<file path="config.mk">
export PLATFORM = sky130hd
export DESIGN_NAME = i2c_master_bit_engine_top
export DESIGN_NICKNAME = d
export VERILOG_FILES = /design/src/sv/i2cmb_pkg.sv /design/src/sv/i2cmb_seq.sv /design/src/sv/i2c_master_bit_engine_top.sv
export SDC_FILE = /design/constraint.sdc
export NUM_CORES = 1
export LEC_CHECK = 0
export ABC_AREA = 0
export BUFFER_PORTS_ARGS = -buffer_cell sky130_fd_sc_hd__buf_2
export CELL_PAD_IN_SITES_DETAIL_PLACEMENT = 2
export CELL_PAD_IN_SITES_GLOBAL_PLACEMENT = 2
export CORE_UTILIZATION = 39
export DETAILED_ROUTE_END_ITERATION = 10
export HOLD_SLACK_MARGIN = 0.12
export PLACE_DENSITY_LB_ADDON = 0.15
export SLEW_MARGIN = 20
export SYNTH_ARGS = -nofsm -noshare
export SYNTH_HDL_FRONTEND = slang
export SYNTH_SLANG_ARGS = --single-unit
</file>
<file path="constraint.sdc">
create_clock -name clk -period 6 [get_ports clk]
set_input_delay 0.6 -clock clk [delete_from_list [all_inputs] [get_ports clk]]
set_output_delay 0.6 -clock clk [all_outputs]
set_load 0.05 [all_outputs]
</file>
<file path="src/sv/i2cmb_pkg.sv">
// Shared types and constants for the I2C master bit engine.
package i2cmb_pkg;

    localparam logic [1:0] CMD_TICK  = 2'd0;
    localparam logic [1:0] CMD_WRITE = 2'd1;
    localparam logic [1:0] CMD_READ  = 2'd2;

    localparam logic [7:0] POLL_LIMIT_RESET = 8'd3;
    localparam logic [3:0] BYTE_BITS        = 4'd8;

    typedef struct packed {
        logic [1:0] command;
        logic [7:0] tx_byte;
        logic       first_byte;
        logic       last_byte;
        logic       scl_level;
        logic       sda_level;
    } item_t;

    typedef struct packed {
        logic       scl_pull_low;
        logic       sda_pull_low;
        logic       busy_res;
        logic       byte_done;
        logic [7:0] rx_byte;
        logic       ack_error;
        logic       order_error;
    } result_t;

endpackage

</file>
<file path="src/sv/i2cmb_seq.sv">
// Bit sequencer: phase state, shifter, line drive and the registered result word.
module i2cmb_seq
    import i2cmb_pkg::*;
(
    input  logic       clk,
    input  logic       rst_n,
    input  logic       step,
    input  item_t      item,
    input  logic [7:0] poll_limit,
    output result_t    result
);

    typedef enum logic [4:0] {
        PH_IDLE     = 5'd0,
        PH_ST_SDA   = 5'd1,
        PH_ST_SCL   = 5'd2,
        PH_W_DATA   = 5'd3,
        PH_W_HIGH   = 5'd4,
        PH_W_LOW    = 5'd5,
        PH_A_RELSDA = 5'd6,
        PH_A_RELSCL = 5'd7,
        PH_A_WAIT   = 5'd8,
        PH_A_POLL   = 5'd9,
        PH_R_REL    = 5'd10,
        PH_R_HIGH   = 5'd11,
        PH_R_SAMP   = 5'd12,
        PH_R_ACK    = 5'd13,
        PH_R_AHIGH  = 5'd14,
        PH_R_AWAIT  = 5'd15,
        PH_SP_LOW   = 5'd16,
        PH_SP_SCL   = 5'd17,
        PH_SP_SDA   = 5'd18
    } phase_t;

    phase_t     phase_reg, phase_next;
    logic [3:0] bit_cnt_reg, bit_cnt_next;
    logic [7:0] shifter_reg, shifter_next;
    logic [7:0] polls_reg, polls_next;
    logic       in_trans_reg, in_trans_next;
    logic       is_read_reg, is_read_next;
    logic       last_reg, last_next;
    logic       nack_reg, nack_next;
    logic       scl_drv_reg, scl_drv_next;
    logic       sda_drv_reg, sda_drv_next;
    result_t    res_reg, res_next;

    logic [3:0] cnt_inc;
    logic       done;
    logic       ack_err;
    logic       ord_err;

    assign cnt_inc = bit_cnt_reg + 4'd1;

    always_comb
    begin
        phase_next    = phase_reg;
        bit_cnt_next  = bit_cnt_reg;
        shifter_next  = shifter_reg;
        polls_next    = polls_reg;
        in_trans_next = in_trans_reg;
        is_read_next  = is_read_reg;
        last_next     = last_reg;
        nack_next     = nack_reg;
        scl_drv_next  = scl_drv_reg;
        sda_drv_next  = sda_drv_reg;
        done          = 1'b0;
        ack_err       = 1'b0;
        ord_err       = 1'b0;

        case (phase_reg)
            PH_ST_SDA:
            begin
                sda_drv_next = 1'b1;
                phase_next   = PH_ST_SCL;
            end
            PH_ST_SCL:
            begin
                scl_drv_next = 1'b1;
                phase_next   = is_read_reg ? PH_R_REL : PH_W_DATA;
            end
            PH_W_DATA:
            begin
                sda_drv_next = ~shifter_reg[7];
                phase_next   = PH_W_HIGH;
            end
            PH_W_HIGH:
            begin
                scl_drv_next = 1'b0;
                phase_next   = PH_W_LOW;
            end
            PH_W_LOW:
            begin
                scl_drv_next = 1'b1;
                shifter_next = {shifter_reg[6:0], 1'b0};
                bit_cnt_next = cnt_inc;
                phase_next   = (cnt_inc >= BYTE_BITS) ? PH_A_RELSDA : PH_W_DATA;
            end
            PH_A_RELSDA:
            begin
                sda_drv_next = 1'b0;
                polls_next   = poll_limit;
                phase_next   = PH_A_RELSCL;
            end
            PH_A_RELSCL:
            begin
                scl_drv_next = 1'b0;
                phase_next   = PH_A_WAIT;
            end
            PH_A_WAIT:
            begin
                // no timeout on clock stretch
                if (item.scl_level)
                begin
                    phase_next = PH_A_POLL;
                end
            end
            PH_A_POLL:
            begin
                if (!item.sda_level)
                begin
                    scl_drv_next = 1'b1;
                    sda_drv_next = 1'b1;
                    if (last_reg)
                    begin
                        phase_next = PH_SP_SCL;
                    end
                    else
                    begin
                        phase_next = PH_IDLE;
                        done       = 1'b1;
                    end
                end
                else if (polls_reg <= 8'd1)
                begin
                    // out of polls: abort with a stop
                    polls_next   = 8'd0;
                    scl_drv_next = 1'b1;
                    sda_drv_next = 1'b1;
                    nack_next    = 1'b1;
                    phase_next   = PH_SP_SCL;
                end
                else
                begin
                    polls_next = polls_reg - 8'd1;
                end
            end
            PH_R_REL:
            begin
                sda_drv_next = 1'b0;
                phase_next   = PH_R_HIGH;
            end
            PH_R_HIGH:
            begin
                scl_drv_next = 1'b0;
                phase_next   = PH_R_SAMP;
            end
            PH_R_SAMP:
            begin
                shifter_next = {shifter_reg[6:0], item.sda_level};
                scl_drv_next = 1'b1;
                bit_cnt_next = cnt_inc;
                phase_next   = (cnt_inc >= BYTE_BITS) ? PH_R_ACK : PH_R_HIGH;
            end
            PH_R_ACK:
            begin
                if (!last_reg)
                begin
                    sda_drv_next = 1'b1;
                end
                phase_next = PH_R_AHIGH;
            end
            PH_R_AHIGH:
            begin
                scl_drv_next = 1'b0;
                phase_next   = PH_R_AWAIT;
            end
            PH_R_AWAIT:
            begin
                if (item.scl_level)
                begin
                    scl_drv_next = 1'b1;
                    if (last_reg)
                    begin
                        phase_next = PH_SP_LOW;
                    end
                    else
                    begin
                        phase_next = PH_IDLE;
                        done       = 1'b1;
                    end
                end
            end
            PH_SP_LOW:
            begin
                scl_drv_next = 1'b1;
                sda_drv_next = 1'b1;
                phase_next   = PH_SP_SCL;
            end
            PH_SP_SCL:
            begin
                scl_drv_next = 1'b0;
                phase_next   = PH_SP_SDA;
            end
            PH_SP_SDA:
            begin
                scl_drv_next  = 1'b0;
                sda_drv_next  = 1'b0;
                in_trans_next = 1'b0;
                done          = 1'b1;
                ack_err       = nack_reg;
                last_next     = 1'b0;
                nack_next     = 1'b0;
                phase_next    = PH_IDLE;
            end
            default:
            begin
                // idle, and any code with no meaning
                phase_next = PH_IDLE;
                if (item.command == CMD_WRITE || item.command == CMD_READ)
                begin
                    if (item.first_byte == in_trans_reg)
                    begin
                        // drop a misordered first flag
                        ord_err = 1'b1;
                    end
                    else
                    begin
                        is_read_next  = (item.command == CMD_READ);
                        shifter_next  = (item.command == CMD_READ) ? 8'd0 : item.tx_byte;
                        bit_cnt_next  = 4'd0;
                        last_next     = item.last_byte;
                        nack_next     = 1'b0;
                        in_trans_next = 1'b1;
                        if (item.first_byte)
                        begin
                            phase_next = PH_ST_SDA;
                        end
                        else if (item.command == CMD_READ)
                        begin
                            phase_next = PH_R_REL;
                        end
                        else
                        begin
                            phase_next = PH_W_DATA;
                        end
                    end
                end
            end
        endcase

        res_next.scl_pull_low = scl_drv_next;
        res_next.sda_pull_low = sda_drv_next;
        res_next.busy_res     = (phase_next != PH_IDLE);
        res_next.byte_done    = done;
        res_next.rx_byte      = done ? shifter_next : 8'd0;
        res_next.ack_error    = ack_err;
        res_next.order_error  = ord_err;
    end

    always_ff @(posedge clk or negedge rst_n)
    begin
        if (!rst_n)
        begin
            phase_reg    <= PH_IDLE;
            bit_cnt_reg  <= 4'd0;
            shifter_reg  <= 8'd0;
            polls_reg    <= 8'd0;
            in_trans_reg <= 1'b0;
            is_read_reg  <= 1'b0;
            last_reg     <= 1'b0;
            nack_reg     <= 1'b0;
            scl_drv_reg  <= 1'b0;
            sda_drv_reg  <= 1'b0;
            res_reg      <= '0;
        end
        else if (step)
        begin
            phase_reg    <= phase_next;
            bit_cnt_reg  <= bit_cnt_next;
            shifter_reg  <= shifter_next;
            polls_reg    <= polls_next;
            in_trans_reg <= in_trans_next;
            is_read_reg  <= is_read_next;
            last_reg     <= last_next;
            nack_reg     <= nack_next;
            scl_drv_reg  <= scl_drv_next;
            sda_drv_reg  <= sda_drv_next;
            res_reg      <= res_next;
        end
    end

    assign result = res_reg;

endmodule

</file>
<file path="src/sv/i2c_master_bit_engine_top.sv">
// Top level of the I2C master bit engine: input register, handshake and poll limit register.
//
//   channel   direction   handshake              payload
//   in        input       in_valid / in_stall    command tx_byte first_byte last_byte
//                                                scl_level sda_level
//   out       output      out_valid / out_stall  scl_pull_low sda_pull_low busy_res
//                                                byte_done rx_byte ack_error order_error
//   cfg       input       cfg_write              cfg_data (ack_poll_limit)
//
// One word per clock while out_stall is low; a word passes the input and result registers.
// The sequencer step sits between the input register and the result register.
// Reset (rst_n low) empties both registers, idles the sequencer, releases both
// lines and sets the poll limit to 3.
// A stalled output holds its word; the input register keeps accepting until it is full.
module i2c_master_bit_engine_top
    import i2cmb_pkg::*;
(
    input  logic       clk,
    input  logic       rst_n,
    input  logic       in_valid,
    output logic       in_stall,
    input  logic [1:0] command,
    input  logic [7:0] tx_byte,
    input  logic       first_byte,
    input  logic       last_byte,
    input  logic       scl_level,
    input  logic       sda_level,
    output logic       out_valid,
    input  logic       out_stall,
    output logic       scl_pull_low,
    output logic       sda_pull_low,
    output logic       busy_res,
    output logic       byte_done,
    output logic [7:0] rx_byte,
    output logic       ack_error,
    output logic       order_error,
    input  logic       cfg_write,
    input  logic [7:0] cfg_data
);

    logic       in_vld_reg, in_vld_next;
    item_t      in_item_reg;
    logic       out_vld_reg, out_vld_next;
    logic [7:0] poll_limit_reg;
    logic       accept;
    logic       advance;
    result_t    result;

    assign advance  = in_vld_reg && (!out_vld_reg || !out_stall);
    assign in_stall = in_vld_reg && out_vld_reg && out_stall;
    assign accept   = in_valid && !in_stall;

    always_comb
    begin
        if (accept)
        begin
            in_vld_next = 1'b1;
        end
        else if (advance)
        begin
            in_vld_next = 1'b0;
        end
        else
        begin
            in_vld_next = in_vld_reg;
        end

        if (advance)
        begin
            out_vld_next = 1'b1;
        end
        else if (out_stall)
        begin
            out_vld_next = out_vld_reg;
        end
        else
        begin
            out_vld_next = 1'b0;
        end
    end

    always_ff @(posedge clk or negedge rst_n)
    begin
        if (!rst_n)
        begin
            in_vld_reg     <= 1'b0;
            out_vld_reg    <= 1'b0;
            poll_limit_reg <= POLL_LIMIT_RESET;
        end
        else
        begin
            in_vld_reg  <= in_vld_next;
            out_vld_reg <= out_vld_next;
            if (cfg_write)
            begin
                poll_limit_reg <= cfg_data;
            end
        end
    end

    always_ff @(posedge clk)
    begin
        if (accept)
        begin
            in_item_reg.command    <= command;
            in_item_reg.tx_byte    <= tx_byte;
            in_item_reg.first_byte <= first_byte;
            in_item_reg.last_byte  <= last_byte;
            in_item_reg.scl_level  <= scl_level;
            in_item_reg.sda_level  <= sda_level;
        end
    end

    i2cmb_seq u_seq (
        .clk        (clk),
        .rst_n      (rst_n),
        .step       (advance),
        .item       (in_item_reg),
        .poll_limit (poll_limit_reg),
        .result     (result)
    );

    assign out_valid    = out_vld_reg;
    assign scl_pull_low = result.scl_pull_low;
    assign sda_pull_low = result.sda_pull_low;
    assign busy_res     = result.busy_res;
    assign byte_done    = result.byte_done;
    assign rx_byte      = result.rx_byte;
    assign ack_error    = result.ack_error;
    assign order_error  = result.order_error;

    a_ack_err_with_done: assert property (@(posedge clk) disable iff (!rst_n)
        (out_valid && ack_error) |-> byte_done)
        else $error("ack_error without byte_done");

    a_order_err_no_done: assert property (@(posedge clk) disable iff (!rst_n)
        (out_valid && order_error) |-> (!byte_done && !busy_res))
        else $error("order_error on a busy or completing word");

    a_rx_zero_idle: assert property (@(posedge clk) disable iff (!rst_n)
        (out_valid && !byte_done) |-> (rx_byte == 8'd0))
        else $error("rx_byte nonzero without byte_done");

    a_stall_only_full: assert property (@(posedge clk) disable iff (!rst_n)
        in_stall |-> (out_valid && out_stall))
        else $error("input stalled while output can drain");

endmodule

</file>
==> out/results.txt <==
Fin. max-slew vios: 0
CTS tree: built
Hold Slack: 370 ps
DRC: 0
1st-pass router iterations: 4
Worst slew pin tran: 990 ps
First-pass GRT wire length: 17.8 mm
Largest register FFs: 14
Clk_lat worst skew: 350 ps
Nets: 463
Fin crit period: 2880 ps
Die Area: 0.00988 mm²
Ys Warns: 0
Synthesized cell area: 0.00370 mm²
Largest net degree at the start of global routing: 54
Final hold vios: 0
Crit-path max FO: 27
Max-slew headroom: 34.0%
Final setup fails: 0
Area growth syn-to-layout: 11.8%
Final worst-path cycle share: 48.0%
Status: complete, no violations
Dpl hpwl: 7.58 mm
Routed via count: 3,217
Slowest cell delay on critical path: 1000 ps
# clock sinks: 67
Post-route ant nets: 0
Min-Delay Path Class: input port to async pin
Pleak: 1.74 nW
Synth top area cells: dfrtp_1 34%, edfxtp_1 11%, a21oi_1 5.3%, o21ai_1 4.9%, nor2_1 4.5%
R2r setup slk: 3120 ps
Setup_tns: 0 ps
Die Ht: 99.4 µm
Die X: 99.4 µm
Peak VDD IR: 0.145 mV
WL/cell: 19.5 µm
Bufs on Longest Clock Path: 2
Reg-to-Reg Start: u_seq.phase_reg[3]
Worst Setup Start Kind: register
Site row count: 35
Critical path arrival: 3130 ps
Ports: 43
Worst path slowest cell: dfrtp_1
Antenna violations before repair: 0
Share of the synthesized area in the top cell type: 34.5%
Final WL: 10.7 mm
Commonest non-fill, non-tap cells in the layout: 51 x dfrtp_1, 44 x nor2_1, 42 x buf_2
Clock Pin Slew Worst Setup and Hold Paths: 80 ps
Share of cells above drive strength 1: 20.0%
Post-synth top flop: dfrtp_1
Remaining global-route overflow: 0
Core box area: 0.00920 mm²
EDFF count, synth: 14
Gpl congestion: 0.845
# resized after CTS: 0
PwrDens: 514 mW/mm²
H-tree depth: 3
Yosys cell types: 67
Cells after Synth: 398
Net Count, Synth: 430
Initial Utilization: 40.2%
Antenna Cells: 0
Required time of the critical path: 6250 ps
Max-Cap Viols: 0
Flops & latches, synth: 67
Synth Area per Inst: 9.30 µm²
Drt via density: 5.88
CP endpoint kind: register
Yosys top cell by area: dfrtp_1
Depth of the most critical reg-to-reg path: 6
Initial DRC count: 89
Critical path class: register to register
Number of global-route vias before repair: 3,425
CTS Buf Count: 9
FFs w/ async S/R, synth: 79.1%
Total setup buffers inserted after CTS: 0
Root Driver: clkbuf_8
GRT Total Usage: 23.4%
CTS Hold Bufs: 0
Commonest non-fill, non-tap cell in the layout: dfrtp_1
RSZ-0062 raised after global routing: no
R2r endpoint: u_seq.polls_reg[7]
Fmax: 347 MHz
Fillers: 1,000
Final worst clock skew: 13.7 ps
Port bufs: 42
Crit-path cells: nand3b_2, nor3_1, nand2b_2, nor4_1, a22oi_1, o2bb2ai_1
Sequential area share after synthesis: 47.3%
[per-stage QoR]
stage	total power (W)	cell area, µm²	std cells	setup WS, ps	util [%]
final	0.00213	4140	547	3120	45.0
after global routing	0.00228	4140	547	2880	45.0
after CTS	0.00214	4130	547	2990	44.9
after detailed placement	0.00179	3960	531	2960	43.1
after global placement	0.00174	3960	531	3240	43.1
after floorplan	0.00152	3700	398	4060	-
[cell usage after synthesis, drive strengths merged (3+ instances only)]
cell      n
dfrtp    51
nor2     45
o21ai    43
a21oi    39
nand2    34
buf      14
edfxtp   14
nor3     14
clkbuf   12
inv      12
mux2      9
nand3     9
nand2b    8
a22oi     7
a31oi     7
nor3b     7
ha        5
nor2b     5
a22o      4
o2bb2ai   4
and3      3
nand3b    3
nor4      3
o22ai     3
o31ai     3
or3       3
xor2      3
[critical path: cells and delay by family (launching register included)]
| kind | cells | cell delay [ps] |
|---|---|---|
| AO/OA/AOI/OAI | 2 | 360 |
| AND/OR/NAND/NOR | 4 | 1430 |
| flip-flops | 1 | 1000 |
[worst max path at each step]
stage | start | endpoint | slack (ps) | cells past startpoint
CTS | u_seq.phase_reg[3] | u_seq.polls_reg[2] | 2990 | 5
global route | u_seq.phase_reg[3] | u_seq.polls_reg[7] | 2880 | 6
detailed placement | u_seq.phase_reg[3] | u_seq.polls_reg[2] | 2960 | 5
finish | u_seq.phase_reg[3] | u_seq.polls_reg[7] | 3120 | 6
global placement | u_seq.phase_reg[3] | u_seq.polls_reg[3] | 3240 | 5
floorplan | out_valid | u_seq.polls_reg[3] | 4060 | 6
[power by group]
part | internal [W] | switching (W) | leakage (nW)
logic | 0.000354 | 0.000705 | 0.864
clock network | 0.000161 | 0.000181 | 0.0863
registers | 0.000594 | 0.000132 | 0.785
total | 0.00111 | 0.00102 | 1.74
[cell type report]
cell class / count / area, µm² / area share [%]
multi-input combinational: 293 / 1780 / 43.0
sequential: 67 / 1750 / 42.3
timing repair buffer: 48 / 255 / 6.17
clock buffer: 12 / 145 / 3.51
tap: 111 / 139 / 3.36
inverter: 12 / 45.0 / 1.09
clock inverter: 4 / 26.3 / 0.635
[routing by layer]
layer  wire, µm  share of wire (%)  up-vias  global-route usage (%)
li1           -                  -     1505                       -
met1       5090                 48     1633                    31.8
met2       5040                 47       63                    37.7
met3        382                3.6       16                    5.13
met4        158                1.5        0                    6.56
met5          0                  0        -                       0
[cells by family (layout without fill, tap and decap cells)]
| kind of cell | Yosys count | after routing | synth area share [%] |
|---|---|---|---|
| xor gates and xnor gates | 4 | 4 | 0.947 |
| adders and majority gates | 5 | 5 | 1.69 |
| buffers and inverters | 38 | 76 | 4.87 |
| and+or+nand+nor | 144 | 144 | 20.6 |
| muxes | 10 | 10 | 3.01 |
| AOI/OAI and AO/OA | 130 | 130 | 21.6 |
| DFF | 67 | 67 | 47.3 |
Note: power is estimated with default switching activity, not from simulation.
